File: config.mk
export PLATFORM = sky130hd
export DESIGN_NAME = dphh_front
export DESIGN_NICKNAME = d
export VERILOG_FILES = /design/src/sv/dphh_pkg.sv /design/src/sv/dphh_front.sv
export SDC_FILE = /design/constraint.sdc
export NUM_CORES = 1
export LEC_CHECK = 0
export CELL_PAD_IN_SITES_DETAIL_PLACEMENT = 1
export CELL_PAD_IN_SITES_GLOBAL_PLACEMENT = 1
export CORE_MARGIN = 2
export CORE_UTILIZATION = 43
export CTS_CLUSTER_SIZE = 30
export DETAILED_ROUTE_END_ITERATION = 10
export DONT_BUFFER_PORTS = 1
export PLACE_DENSITY = 0.75
export SYNTH_ARGS = -nofsm -noshare
export SYNTH_HDL_FRONTEND = slang
export SYNTH_SLANG_ARGS = --single-unit
File: constraint.sdc
create_clock -name clk -period 1.9 [get_ports clk]
set_input_delay 0.095 -clock clk [delete_from_list [all_inputs] [get_ports clk]]
set_output_delay 0.095 -clock clk [all_outputs]
set_load 0.05 [all_outputs]
File: src/sv/dphh_pkg.sv
`timescale 1ns / 1ps
// ----------------------------------------------------------------------------
// dphh_pkg: shared types and constants of the pulse-height histogram
// Field widths of the ports, parameter defaults and the result record.
// ----------------------------------------------------------------------------
package dphh_pkg;

    localparam int SAMPLE_W       = 10;  // converter sample width
    localparam int DEC_W          = 16;  // decimation register / skip counter
    localparam int OUT_BIN_W      = 10;  // bin_index port width
    localparam int OUT_COUNT_W    = 24;  // bin_count port width
    localparam int BIN_BITS_DEF   = 10;
    localparam int COUNT_BITS_DEF = 24;
    localparam int QUEUE_DEPTH    = 2;   // depth of both decoupling queues

    typedef struct packed {
        logic                   taken;
        logic [OUT_BIN_W-1:0]   bin;
        logic [OUT_COUNT_W-1:0] count;
    } result_t;

endpackage

File: src/sv/dphh_front.sv
`timescale 1ns / 1ps
// ----------------------------------------------------------------------------
// dphh_front: sample intake and decimation
// Holds the decimation register and the skip counter, tags each sample as
// taken or skipped and forwards {taken, bin} to the work queue.
// ----------------------------------------------------------------------------
module dphh_front
    import dphh_pkg::*;
#(
    parameter int BIN_BITS = BIN_BITS_DEF
) (
    input  logic                clk,
    input  logic                rst_n,
    input  logic                cfg_wr_en,
    input  logic [DEC_W-1:0]    cfg_wr_data,
    input  logic                push,
    input  logic [SAMPLE_W-1:0] adc_sample,
    output logic                full,
    input  logic                clearing,
    input  logic                work_full,
    output logic                work_push,
    output logic [BIN_BITS:0]   work_data
);

    logic [DEC_W-1:0] dec_reg;
    logic [DEC_W-1:0] skip_reg, skip_next;
    logic             accept;
    logic             taken;

    assign full      = work_full | clearing;
    assign accept    = push & ~full;
    assign taken     = (skip_reg == dec_reg);
    assign work_push = accept;
    assign work_data = {taken, adc_sample[SAMPLE_W-1 -: BIN_BITS]};

    always_comb
    begin
        skip_next = skip_reg;
        if (accept)
        begin
            skip_next = taken ? '0 : skip_reg + 1'b1;  // wraps past the register value
        end
    end

    always_ff @(posedge clk or negedge rst_n)
    begin
        if (!rst_n)
        begin
            dec_reg  <= '0;
            skip_reg <= '0;
        end
        else
        begin
            if (cfg_wr_en)
            begin
                dec_reg <= cfg_wr_data;
            end
            skip_reg <= skip_next;
        end
    end

endmodule

# Word level (Yosys, flattened, before mapping)
# Cells that the tools add are included.
# op_classes
n_bitwise	3
n_eq_ne	1
add_sub_neg	1
n_mux	1
# op_table
op	count
$add A16 B1 Y16 const B	1
$eq A16 B16 Y1	1
$mux W16	1
$and A1 B1 Y1	1
$not A1 Y1	1
$or A1 B1 Y1	1
# word_totals
regBits	32
output_inout_bits	13
elab_cells	8

# Depth between registers and ports, before layout
# depth
ltp_word	3
depth_mapped	6
depth_no_buf	5

# Worst setup path before layout
# Ideal clock, no wire load.
# synth_path
kind	flip-flop to output port
startpoint	register skip_reg[2]
endpoint	output port work_data[10]
path_stages_with_launch	7
path_buffers	3
arrival_ns	1.857
required_ns	1.805
path_slack_ns	-0.052
path_cell_list	dfrtp_1 clkbuf_1 xnor2_1 nand4_1 nor4_2 clkbuf_1 buf_4
# synth_via
elab_chain_cells	1
# synth_lines
element	line	source
start: declaration	dphh_front.sv:26	logic [DEC_W-1:0] skip_reg, skip_next;
start signal: assignment	dphh_front.sv:58	skip_reg <= skip_next;
$eq A16 B16 Y1	dphh_front.sv:32	assign taken = (skip_reg == dec_reg);
end: declaration	dphh_front.sv:22	output logic [BIN_BITS:0] work_data
# Every way passes these cells.

# Final worst setup path
# layout_path
startpoint	register skip_reg[7]
endpoint	output port work_data[10]
# Same word-level chain as after synthesis.

==> flow_summary.toml <==
[synthesis]
synth-seq-cells = 32
synth_area_per_cell_sq_um = 10.93
syn_area_sq_mm = 0.001705
synth.distinct_cells = 28
synth-simple-area-share_pct = 14.60
seq_area_frac_synth_pct = 46.96
yosys.area_share.adder_pct = 0.7337
muxShareOfSynthArea_pct = 10.56
synth_top_family_by_area = "simple AND/OR/NAND/NOR gates"
synthXorXnorAreaFrac_pct = 12.33
synth_cells = 156
synth_compound_area_share_pct = 7.337
synth_fp_nets = 189
yosys_warnings = 0

[die]
initial_core_util_pct = 45.55
core_sq_mm = 0.003744
dieWidth_microns = 66.98
row_count = 22
dieHeight_microns = 66.98
dieArea_sq_mm = 0.004486
io_pins = 45

[routing]
drtIter0Drc = 83
wire_per_inst_microns = 25.10
routed_wl_microns = 5999
via_per_inst = 5.967
first_pass_iters = 4
antenna_left = 0
remaining_drc_errors = 0
vias = 1426

[sta]
final.setup.worst_slack_ns = -0.004258
maxSlewViolCount = 0
tightest_slew_ns = 0.6004
holdWs_ns = 0.1900
hold_violations = 0
post-route-min-period_ns = 1.904
relSlewSlack_pct = 59.93
rsz0062_at_grt = "yes"
fmax_ghz = 0.5251
period_share_pct = 100.2
finalSetupViolCount = 2
clock_skew_ns = 0.01586

[setup_path]
cp.required_ns = 1.80
path_class = "flip-flop to primary output"
arrival_ns = 1.81
worst_setup_path_start_kind = "flip-flop"
path_max_fanout = 2
worstSetupEndpointType = "primary output"

[place]
placed_cells = 192
gp_congestion = 0.8720
place_area_sq_mm = 0.001707
port_buffers = 0
place.detailed.hpwl_microns = 2744

[cells_and_area]
final_area_sq_mm = 0.002258
final_util_pct = 60.33
multi_input_area_sq_um = 815.8
antennaDiodeCount = 0
area_delta_synth_final_pct = 32.43
drive_gt1_share_pct = 27.23
nets = 223
finalNonFillerCells = 239
regArea_sq_um = 808.3
num-fill-cells = 380

[pwr]
p_total_uw = 1795
p_per_area_mw_per_mm2 = 794.8
p_leak_uw = 0.0009313
ir_worst_vdd_mv = 0.6800

[run_status]
status = "finished with violations"
violations = "negative setup slack"

[global_routing]
gr-total-overflow = 0
grt_max_degree = 33
grt_use_total_pct = 29.71
grt_pass1_wl_microns = 9170
antenna_found_initial = 0
grt_pass1_vias = 1578

[clock_tree]
cts_buffer_depth = 2
cts_buffers = 5
cts_root_buf = "clkbuf_8"
clkLatencyLatePin_ns = 0.31
cts.sinks = 32
clk_pin_slew_ns = 0.07
cts_tree = "done"
cts_htree_levels = 2

[hold_path]
worst_hold_path_type = "input port to primary output"

[flow_run]
cap_violations = 0
==> critical path, cell delays in order (launching register included) <==
cell     delay, ns
dfrtp_1       0.42
buf_6         0.15
xnor2_2       0.12
nand4_1       0.18
nor4_4        0.34
buf_6         0.16
buf_8         0.14
==> cell usage after synthesis <==
master / number / share of area, %
dfrtp_1: 32 / 47
xnor2_1: 21 / 11
mux2_2: 16 / 11
buf_4: 11 / 4.8
nand4_1: 10 / 3.7
a21oi_1: 9 / 2.6
clkbuf_1: 7 / 1.5
nand2_1: 7 / 1.5
o21ai_0: 7 / 2.1
a22oi_1: 5 / 2.2
or3_1: 5 / 1.8
nand3_1: 4 / 1.2
xor2_1: 3 / 1.5
and4_1: 2 / 1.0
inv_1: 2 / 0.44
nor3_1: 2 / 0.59
or2_2: 2 / 0.73
and3_1: 1 / 0.37
and4bb_2: 1 / 0.73
buf_6: 1 / 0.66
ha_1: 1 / 0.73
nor2_1: 1 / 0.22
nor4_1: 1 / 0.37
nor4_2: 1 / 0.73
o211ai_1: 1 / 0.44
or2b_1: 1 / 0.44
or3b_1: 1 / 0.51
or4_4: 1 / 0.66
==> stage by stage <==
step                      setup TNS [ns]  worst slack [ns]
after floorplan                        0           0.01565
after global placement                 0            0.1388
after detailed placement               0           0.04438
after CTS                              0           0.01766
after global routing              -1.234           -0.1112
final                          -0.007236         -0.004258
==> repair_timing <==
item | 4_1_cts | 5_1_grt
pin swaps | 0 | 7
setup endpoints to repair | 1 | 17
hold buffers | 34 | 0
endpoints found under the hold margin | 48 | 0
buffers inserted | 1 | 4
gates resized for setup | 3 | 11
==> final timing paths <==
kind | start | to | slack [ns] | cells after the start
setup / recovery | skip_reg[7] | work_data[10] | -0.004 | 6
hold reg to reg | skip_reg[1] | skip_reg[1] | 0.59 | 2
setup reg to reg | skip_reg[7] | skip_reg[8] | -0.004 | 7
hold / removal | adc_sample[2] | work_data[2] | 0.19 | 0
max in group asynchronous | rst_n | skip_reg[9] | 1.48 | 2
min in group asynchronous | rst_n | dec_reg[9] | 0.23 | 2
==> power breakdown <==
group / leakage, uW / internal (uW) / switching (uW)
clock network: 0.0000541 / 388 / 287
registers: 0.000391 / 741 / 80.1
logic: 0.000486 / 179 / 120
==> cell families (layout without fill, tap and decap cells) <==
family          count (synthesis)  count (layout)
compound gates                 22              22
fa+ha+maj                       1               1
flops                          32              32
xor+xnor                       24              24
mux                            16              16
buf+inv                        21              56
simple gates                   40              40
==> metal layers <==
metal | global-route usage (%) | up-vias | wire (microns)
li1 | - | 608 | -
met1 | 36.73 | 731 | 2266
met2 | 51.13 | 71 | 3150
met3 | 6.081 | 16 | 451
met4 | 10.46 | 0 | 130
met5 | 0 | - | 0
==> placed cells by master, fill, tap and decap left out, drive strengths merged, types with 2 or more instances in the layout <==
cell type,count
nor3,2
xnor2,21
dfrtp,32
inv,2
buf,13
dlygate4sd3,33
a21oi,9
nand2,7
xor2,3
clkbuf,5
nand3,4
and4,2
o21ai,7
or2,2
or3,5
nand4,10
nor4,2
mux2,16
a22oi,5
==> cell type report <==
| type | count | share of cell area [%] |
|---|---|---|
| Tap cell | 48 | 2.659 |
| Multi-Input combinational cell | 103 | 36.12 |
| Clock buffer | 5 | 3.047 |
| Inverter | 2 | 0.3324 |
| Timing Repair Buffer | 46 | 20.17 |
| Clock inverter | 3 | 1.884 |
| Sequential cell | 32 | 35.79 |
Note: power is estimated with default switching activity, not from simulation.
