===== src/sv/dphh_fifo.sv =====
`timescale 1ns / 1ps
// ----------------------------------------------------------------------------
// dphh_fifo: small register queue
// Power-of-two depth, first-word fall-through, full/empty flags.
// ----------------------------------------------------------------------------
module dphh_fifo #(
    parameter int WIDTH = 8,
    parameter int DEPTH = 2
) (
    input  logic             clk,
    input  logic             rst_n,
    input  logic             push,
    input  logic [WIDTH-1:0] wdata,
    output logic             full,
    input  logic             pop,
    output logic [WIDTH-1:0] rdata,
    output logic             empty
);

    localparam int PW = $clog2(DEPTH);
    localparam int CW = PW + 1;

    logic [WIDTH-1:0] slot_reg [DEPTH];
    logic [PW-1:0]    wptr_reg, wptr_next;
    logic [PW-1:0]    rptr_reg, rptr_next;
    logic [CW-1:0]    cnt_reg, cnt_next;
    logic             do_push, do_pop;

    assign full    = (cnt_reg == CW'(DEPTH));
    assign empty   = (cnt_reg == '0);
    assign do_push = push & ~full;
    assign do_pop  = pop & ~empty;
    assign rdata   = slot_reg[rptr_reg];

    always_comb
    begin
        wptr_next = do_push ? wptr_reg + 1'b1 : wptr_reg;
        rptr_next = do_pop ? rptr_reg + 1'b1 : rptr_reg;
        cnt_next  = cnt_reg + CW'(do_push) - CW'(do_pop);
    end

    always_ff @(posedge clk or negedge rst_n)
    begin
        if (!rst_n)
        begin
            wptr_reg <= '0;
            rptr_reg <= '0;
            cnt_reg  <= '0;
        end
        else
        begin
            wptr_reg <= wptr_next;
            rptr_reg <= rptr_next;
            cnt_reg  <= cnt_next;
        end
    end

    always_ff @(posedge clk)
    begin
        if (do_push)
        begin
            slot_reg[wptr_reg] <= wdata;
        end
    end

endmodule


===== config.mk =====
export PLATFORM = sky130hd
export DESIGN_NAME = dphh_fifo
export DESIGN_NICKNAME = d
export VERILOG_FILES = /design/src/sv/dphh_fifo.sv
export SDC_FILE = /design/constraint.sdc
export NUM_CORES = 1
export LEC_CHECK = 0
export BUFFER_PORTS_ARGS = -buffer_cell sky130_fd_sc_hd__buf_2
export CAP_MARGIN = 20
export CELL_PAD_IN_SITES_DETAIL_PLACEMENT = 1
export CELL_PAD_IN_SITES_GLOBAL_PLACEMENT = 2
export CORE_ASPECT_RATIO = 0.8
export CORE_MARGIN = 5
export CORE_UTILIZATION = 34
export DETAILED_ROUTE_END_ITERATION = 8
export PLACE_DENSITY = 0.84
export SETUP_SLACK_MARGIN = 0.4
export SYNTH_ARGS = -nofsm -noshare
export SYNTH_HDL_FRONTEND = slang
export SYNTH_SLANG_ARGS = --single-unit

===== constraint.sdc =====
create_clock -name clk -period 1.7 [get_ports clk]
set_input_delay 0.255 -clock clk [delete_from_list [all_inputs] [get_ports clk]]
set_output_delay 0.255 -clock clk [all_outputs]
set_load 0.03 [all_outputs]

Yosys cells after proc, flatten, opt, wreduce, memory -nomap -nowiden
Memory sizes are Yosys's and may differ from the RTL's.
Index checks and enable logic that the tools add are counted.
{"block": "op_classes", "addsub": 4, "eq_ne": 1, "n_mux": 2, "bitwise": 4, "n_reduce_logical": 1}
{"cell": "adder 1 bit (second input constant)", "n": 2}
{"cell": "adder 2 x 1 -> 2 bit", "n": 1}
{"cell": "bitwise AND 1 bit", "n": 2}
{"cell": "== test 2 bit (second input constant)", "n": 1}
{"cell": "zero test 2 bit", "n": 1}
{"cell": "2-to-1 mux 1 bit", "n": 2}
{"cell": "NOT 1 bit", "n": 2}
{"cell": "subtractor 2 x 1 -> 2 bit", "n": 1}
{"block": "word_totals", "regBits": 4, "mem_bits_rw": 16, "inputBits": 12, "output_inout_bits": 10, "wordCells": 16, "n_memories": 1}
{"memory": "slot_reg", "words": 2, "word_bits": 8, "rd": 1, "rd_clocked_by_memory_dff": 0, "wr": 1, "line_no": "23", "source": "logic [WIDTH-1:0] slot_reg [DEPTH];"}

Depth between registers and ports, before layout
Gate-level depths: netlist of the first run.
{"block": "logic_depth", "word_depth": 5, "mapped_depth": 7, "ltp_nobuf": 7}

Worst setup path after synthesis of the first run
Ideal clock, no wire load.
{"block": "synth_path", "kind": "register to register", "from": "reg cnt_reg[0]", "to": "reg cnt_reg[1]", "t_arrival_ps": 1534, "required_ps": 1577, "setup_slack_ps": 43, "stages_incl_launch_ff": 8, "n_path_buf": 0, "path_cell_list": "dfrtp_1 > nor2_2 > nor2b_2 > ha_1 > inv_1 > ha_1 > xnor2_1 > xnor2_1"}
{"block": "synth_via", "word_cells_on_any_way": 8, "cone_classes": "add/sub: 2; eq/ne: 1; bitwise: 4; reduce/logical: 1"}
{"element": "start, declared", "line_no": "26", "source": "logic [CW-1:0] cnt_reg, cnt_next;"}
{"element": "start signal, assigned", "line_no": "54", "source": "cnt_reg <= cnt_next;"}
{"element": "zero test 2 bit", "line_no": "30", "source": "assign empty = (cnt_reg == '0);"}
{"element": "net empty", "line_no": "17", "source": "output logic empty"}
{"element": "NOT 1 bit", "line_no": "32", "source": "assign do_pop = pop & ~empty;"}
{"element": "bitwise AND 1 bit", "line_no": "32"}
{"element": "net do_pop", "line_no": "27", "source": "logic do_push, do_pop;"}
{"element": "subtractor 2 x 1 -> 2 bit", "line_no": "39", "source": "cnt_next = cnt_reg + CW'(do_push) - CW'(do_pop);"}
{"element": "net cnt_next[1]", "line_no": "26"}
The timed path passes the listed nets, and every way through them passes these cells.
A chain may end at the register's enable or synchronous reset.

Worst setup path in the final report of the first run
{"block": "layout_path", "from": "reg rptr_reg", "to": "out rdata[0]"}
{"block": "layout_via", "elab_chain_cells": 1}
{"element": "start, declared", "line_no": "25", "source": "logic [PW-1:0] rptr_reg, rptr_next;"}
{"element": "start signal, assigned", "line_no": "53", "source": "rptr_reg <= rptr_next;"}
{"element": "memory read (2 x 8 bit)"}
{"element": "end, declared", "line_no": "16", "source": "output logic [WIDTH-1:0] rdata,"}
Every way passes these cells.

==> flow_metrics.tcl, run 1 <==
set metrics [dict create \
    htree_levels 1 \
    cts_tree "yes" \
    clock_path_buffers 2 \
    clk_pin_slew_ps 110 \
    synth-seq-area-share 0.740 \
    port_buffers 21 \
    via_per_inst 4.67 \
    ant_nets 0 \
    skew_ps 7.86 \
    first_global_vias 544 \
    drt-total-wl_um 1790 \
    maxCapViolations 0 \
    relSlewSlack 0.857 \
    layout_setup_ws_ps 101 \
    path_class "register to output port" \
    avgSynthCellArea_um2 18.2 \
    hold_viol 0 \
    r2r_slack_ps 200 \
    min_path_cells 1 \
    gp_congestion 0.644 \
    worstHoldStart "wdata[4]" \
    startpoint_type "register" \
    clk_latency_ps 310 \
    max-vdd-ir-drop_mv 1.00 \
    dp_slack_ps 131 \
    worstPathMaxFanout 5 \
    overflow 0 \
    total_leakage_power_nw 0.518 \
    min_to "slot_reg[0][4]" \
    worstPathRequired_ps 1440 \
    track_usage 0.115 \
    slew_viol_final 0 \
    reg2regPathDepth 7 \
    cts_inserted_buffers 3 \
    die_h_um 53.0 \
    syn_inst 43 \
    insertedDiodeCount 0 \
    drc_errors 0 \
    syn-num-nets 57 \
    synth_warnings 0 \
    r2r-end "cnt_reg[1]" \
    hold_class "primary input to register" \
    most-common-layout-cells "16 x edfxtp_1, 14 x buf_6, 11 x buf_2" \
    dieWidth_um 63.7 \
    grt_max_degree 12 \
    synth.distinct_cells 14 \
    tightest_slew_ps 214 \
    synth_top_area_frac 0.612 \
    final_nets 94 \
    final_common_cell "edfxtp_1" \
    r2r-start "cnt_reg[1]" \
    clock_sink_count 20 \
    first_pass_iters 5 \
    drt_iter0_markers 4 \
    rsz0062_at_grt "true" \
    cp-end-kind "output port" \
    finalSetupViolations 0 \
    grt_pass1_wl_um 2750 \
    largest_register_ffs 16 \
    die_area_um2 3370 \
    drive_above_1_share 0.734 \
    area_growth_pct 55.0 \
    wl_per_cell_um 17.2 \
    antenna_found_initial 0 \
    synth_seq_cells 20 \
    min_period_over_period 0.941 \
    powerDensity_nw_per_um2 1940 \
    clock_tree.root_cell "clkbuf_4" \
    ys_top_cells_by_area "edfxtp_1 61%, dfrtp_1 13%, mux2_2 11%, xnor2_1 3.3%, ha_1 3.2%" \
    period_minus_slack_ps 1600 \
    fmax_mhz 625 \
    finalSetupTns_ps 0 \
    syn_area_um2 785 \
    status "finished clean" \
    rows 15 \
    yosysTopAreaCell "edfxtp_1" \
    arrival_ps 1340 \
    num_io_pins 22 \
    initial_core_util 0.360 \
    core_area_um2 2180 \
    vias 486 \
]
-- worst max-delay path, stage by stage (launching register included) --
cell	delay [ps]
dfrtp_2	450
buf_6	150
mux2_4	300
buf_6	140
-- how the worst max path moves through the flow --
stage                     startpoint         end  slack (ps)
after floorplan           cnt_reg[0]  cnt_reg[1]         150
after global placement    cnt_reg[1]  cnt_reg[1]         200
after detailed placement  cnt_reg[1]  cnt_reg[1]         130
after CTS                   rptr_reg    rdata[0]         140
after global routing        rptr_reg    rdata[0]          50
final                       rptr_reg    rdata[0]         100
-- final cells by class --
type	count	area [um2]
Clock buffer	4	36.3
Fill cell	211	961
Inverter	2	7.51
Multi-Input combinational cell	20	282
Sequential cell	20	584
Tap cell	25	31.3
Timing Repair Buffer	33	275
-- stage by stage --
step / cell area [um2] / total power [mW] / instances / utilization / hold slack [ps]
global placement: 922 / 1.49 / 89 / 0.424 / 67.5
global route: 1220 / 2.50 / 104 / 0.559 / 110
CTS: 1150 / 2.21 / 101 / 0.528 / 136
floorplan: 790 / 1.33 / 43 / - / -40.6
detailed placement: 922 / 1.53 / 89 / 0.424 / 70.8
finish: 1220 / 2.36 / 104 / 0.559 / 131
-- kinds of logic (layout without fill, tap and decap cells) --
| family | count (synthesis) | count (layout) | share of synthesized area |
|---|---|---|---|
| adders and majority gates | 2 | 2 | 0.0319 |
| DFF | 20 | 20 | 0.740 |
| and+or+nand+nor | 6 | 6 | 0.0447 |
| xor gates and xnor gates | 4 | 4 | 0.0447 |
| buffers and inverters | 3 | 39 | 0.0239 |
| muxes | 8 | 8 | 0.115 |
-- layer usage --
| metal | share of wire | wire length, um | vias to the layer above | global-route usage |
|---|---|---|---|---|
| met1 | 0.41 | 730 | 238 | 0.128 |
| met5 | 0 | 0 | - | 0 |
| li1 | - | - | 228 | - |
| met4 | 0.033 | 59 | 0 | 0.0623 |
| met3 | 0.034 | 60 | 5 | 0.0318 |
| met2 | 0.52 | 937 | 15 | 0.199 |
-- repair_timing --
item,CTS,global route
endpoints found under the hold margin,4,0
hold buffers,1,0
setup endpoints to repair,28,17
setup buffers,7,3
resized for setup,39,11
pin swaps,5,4
-- Yosys cell counts --
cell      count
nor2_1        1
inv_1         2
nor2b_2       1
xnor2_1       3
ha_1          2
nor2_2        1
xor2_1        1
buf_6         1
dfrtp_1       4
nand2b_1      1
nand2_1       1
and3_1        1
mux2_2        8
edfxtp_1     16
-- report_power, final --
part / total (mW) / leakage, nW / switching (mW) / internal, mW
Clock: 0.278 / 0.0210 / 0.147 / 0.131
Sequential: 0.790 / 0.192 / 0.0966 / 0.693
Combinational: 1.29 / 0.305 / 0.605 / 0.682
Total: 2.36 / 0.518 / 0.849 / 1.51
(Power assumes the default switching activity.)
==> inputs of run 2 (changes only) <==
Settings changed: ABC_AREA from default to 1, CORE_UTILIZATION 34 to 31, PLACE_DENSITY 0.84 to 0.85.
==> flow_metrics.tcl, run 2 <==
set metrics [dict create \
    status "finished clean" \
    cts_inserted_buffers 3 \
    syn-num-nets 89 \
    synth_top_area_frac 0.584 \
    avgSynthCellArea_um2 11.0 \
    r2r_slack_ps 280 \
    synth_xor_area_frac 0 \
    worstPathRequired_ps 1440 \
    hold_class "primary input to register" \
    endpoint "rdata[6]" \
    maxCapViolations 0 \
    cp.buffers_inverters 2 \
    clk_pin_slew_ps 120 \
    reg2regPathDepth 10 \
    r2r-start "cnt_reg[1]" \
    synthTopCellsByCount "35 x nand2_1, 16 x edfxtp_1, 9 x inv_1" \
    htree_levels 1 \
    startpoint_type "register" \
    dr_wl_met2_um 1320 \
    hold_viol 0 \
    wirelength_met1_um 902 \
    dieWidth_um 67.6 \
    most-common-layout-cells "23 x nand2_1, 16 x edfxtp_1, 15 x buf_6" \
    grt_pass1_wl_um 3520 \
    worstPathMaxFanout 4 \
    final_common_cell "nand2_1" \
    synth_top_family_by_area "simple AND/OR/NAND/NOR gates" \
    final_cells 149 \
    first_global_vias 750 \
    crit_cells 4 \
    ant_nets 0 \
    syn_inst 75 \
    cts_tree "yes" \
    synth-seq-area-share 0.705 \
    async_flop_share 0.200 \
    slew_viol_final 0 \
    drt-total-wl_um 2350 \
    antenna_found_initial 0 \
    min_period_over_period 0.873 \
    drt_iter0_markers 0 \
    synthAdderAreaFrac 0.0304 \
    synth_simple_gate_area_frac 0.198 \
    initial_core_util 0.329 \
    clock_path_buffers 2 \
    ys.flop_type "edfxtp_1" \
    port_buffers 21 \
    cp-startpoint "rptr_reg" \
    wl_per_cell_um 15.8 \
    track_usage 0.129 \
    critPathTopFamily "flip-flops" \
    num_io_pins 22 \
    drc_errors 0 \
    insertedDiodeCount 0 \
    rsz0062_at_grt "true" \
    area_growth_pct 56.5 \
    powerDensity_nw_per_um2 2020 \
    fmax_mhz 674 \
    path_class "register to output port" \
    top_layer_used "met4" \
    max-vdd-ir-drop_mv 0.752 \
    dp_hpwl_um 1350 \
    crit_path_top_delay_cell "dfrtp_2" \
    ys_top_cells_by_area "edfxtp_1 58%, nand2_1 16%, dfrtp_1 12%, inv_1 4.1%, ha_1 3.0%" \
    synth.distinct_cells 11 \
    die_h_um 56.1 \
    cpPeakStageDelay_ps 480 \
    largest_register_ffs 16 \
    syn_area_um2 823 \
    total_leakage_power_nw 0.603 \
    synth_compound_area_frac 0 \
    yosysTopAreaCell "edfxtp_1" \
    wl_met3_um 67 \
    yosysMostFrequentCell "nand2_1" \
    clk_latency_ps 310 \
    clock_tree.root_cell "clkbuf_4" \
    cp-end-kind "output port" \
    finalSetupViolations 0 \
    synth_seq_cells 20 \
    skew_ps 2.66 \
    dp_cells 132 \
    drive_above_1_share 0.575 \
    path_cells "buf_6 > nand2_1 > nand2_1 > buf_6" \
    arrival_ps 1230 \
    tightest_slew_ps 189 \
    clock_sink_count 20 \
    synth-edff-count 16 \
    muxShareOfSynthArea 0 \
    period_minus_slack_ps 1480 \
    core_area_um2 2500 \
    gp_congestion 0.717 \
    relSlewSlack 0.874 \
    rows 16 \
    final_nets 128 \
    grt_max_degree 13 \
    via_per_inst 4.41 \
    finalSetupTns_ps 0 \
    overflow 0 \
    r2r-end "rptr_reg" \
    synth_warnings 0 \
    vias 657 \
    first_pass_iters 1 \
    die_area_um2 3790 \
]
==> run 2: cell count changes after synthesis, moves of 2 or more <==
cell | previous run | this run
xnor2_1 | 3 | 0
nand2_1 | 1 | 35
nand3_1 | 0 | 3
inv_1 | 2 | 9
mux2_2 | 8 | 0
nand2_2 | 0 | 2
==> run 2: cell families (layout without fill, tap and decap cells) <==
kind of cell	Yosys count	count (layout)
flip-flops	20	20
buffers and inverters	12	50
adder cells (fa/ha/maj)	2	2
AND/OR/NAND/NOR	41	41
==> run 2: layout make-up <==
| class | count | area (um2) |
|---|---|---|
| Inverter | 11 | 46.3 |
| Fill cell | 272 | 1210 |
| Clock buffer | 3 | 22.5 |
| Multi-Input combinational cell | 43 | 268 |
| Sequential cell | 20 | 583 |
| Clock inverter | 1 | 30.0 |
| Timing Repair Buffer | 35 | 294 |
| Tap cell | 36 | 45.0 |
==> run 2: how the worst min path moves through the flow <==
stage             start        endpoint  depth (start not counted)
2_1_floorplan     rst_n      cnt_reg[0]                          0
3_3_place_gp      rst_n      cnt_reg[0]                          1
3_5_place_dp      rst_n      cnt_reg[0]                          1
4_1_cts        wdata[4]  slot_reg[0][4]                          1
5_1_grt        wdata[6]  slot_reg[0][6]                          1
6_report       wdata[2]  slot_reg[1][2]                          1
==> run 2: per-layer routing <==
layer	track usage	vias to the layer above
met5	0	-
met4	0.0751	0
met3	0.0242	7
met2	0.234	14
met1	0.131	325
li1	-	311
==> run 2: where the power goes <==
part	internal, mW	switching [mW]	total [mW]	leakage, nW
clock network	0.239	0.155	0.393	0.0279
logic	0.630	0.808	1.44	0.381
registers	0.686	0.0889	0.775	0.195
==> run 2: worst register-to-register path: stages, from the launching register on <==
cell and delay, ps:
dfrtp_2 420, inv_2 70, nand2_4 90, nand2_4 50
buf_4 120, buf_4 120, buf_4 120, buf_4 120
buf_6 110, nand2_4 50, nand2_1 50
==> run 2: per-stage QoR <==
step	hold WS [ps]	total power [mW]	utilization	setup WS, ps	area, um2
floorplan	-40.6	1.36	-	400	823
global placement	69.5	1.55	0.388	328	970
detailed placement	69.0	1.61	0.388	199	970
CTS	130	2.37	0.481	273	1200
global route	114	2.76	0.515	159	1290
finish	128	2.61	0.515	216	1290
==> run 2: what timing repair did <==
item | CTS | global route
resized for setup | 32 | 22
buffers inserted | 9 | 3
endpoints found under the hold margin | 4 | 0
endpoints found under the setup margin | 20 | 21
pin swaps | 6 | 5
hold buffers | 1 | 0
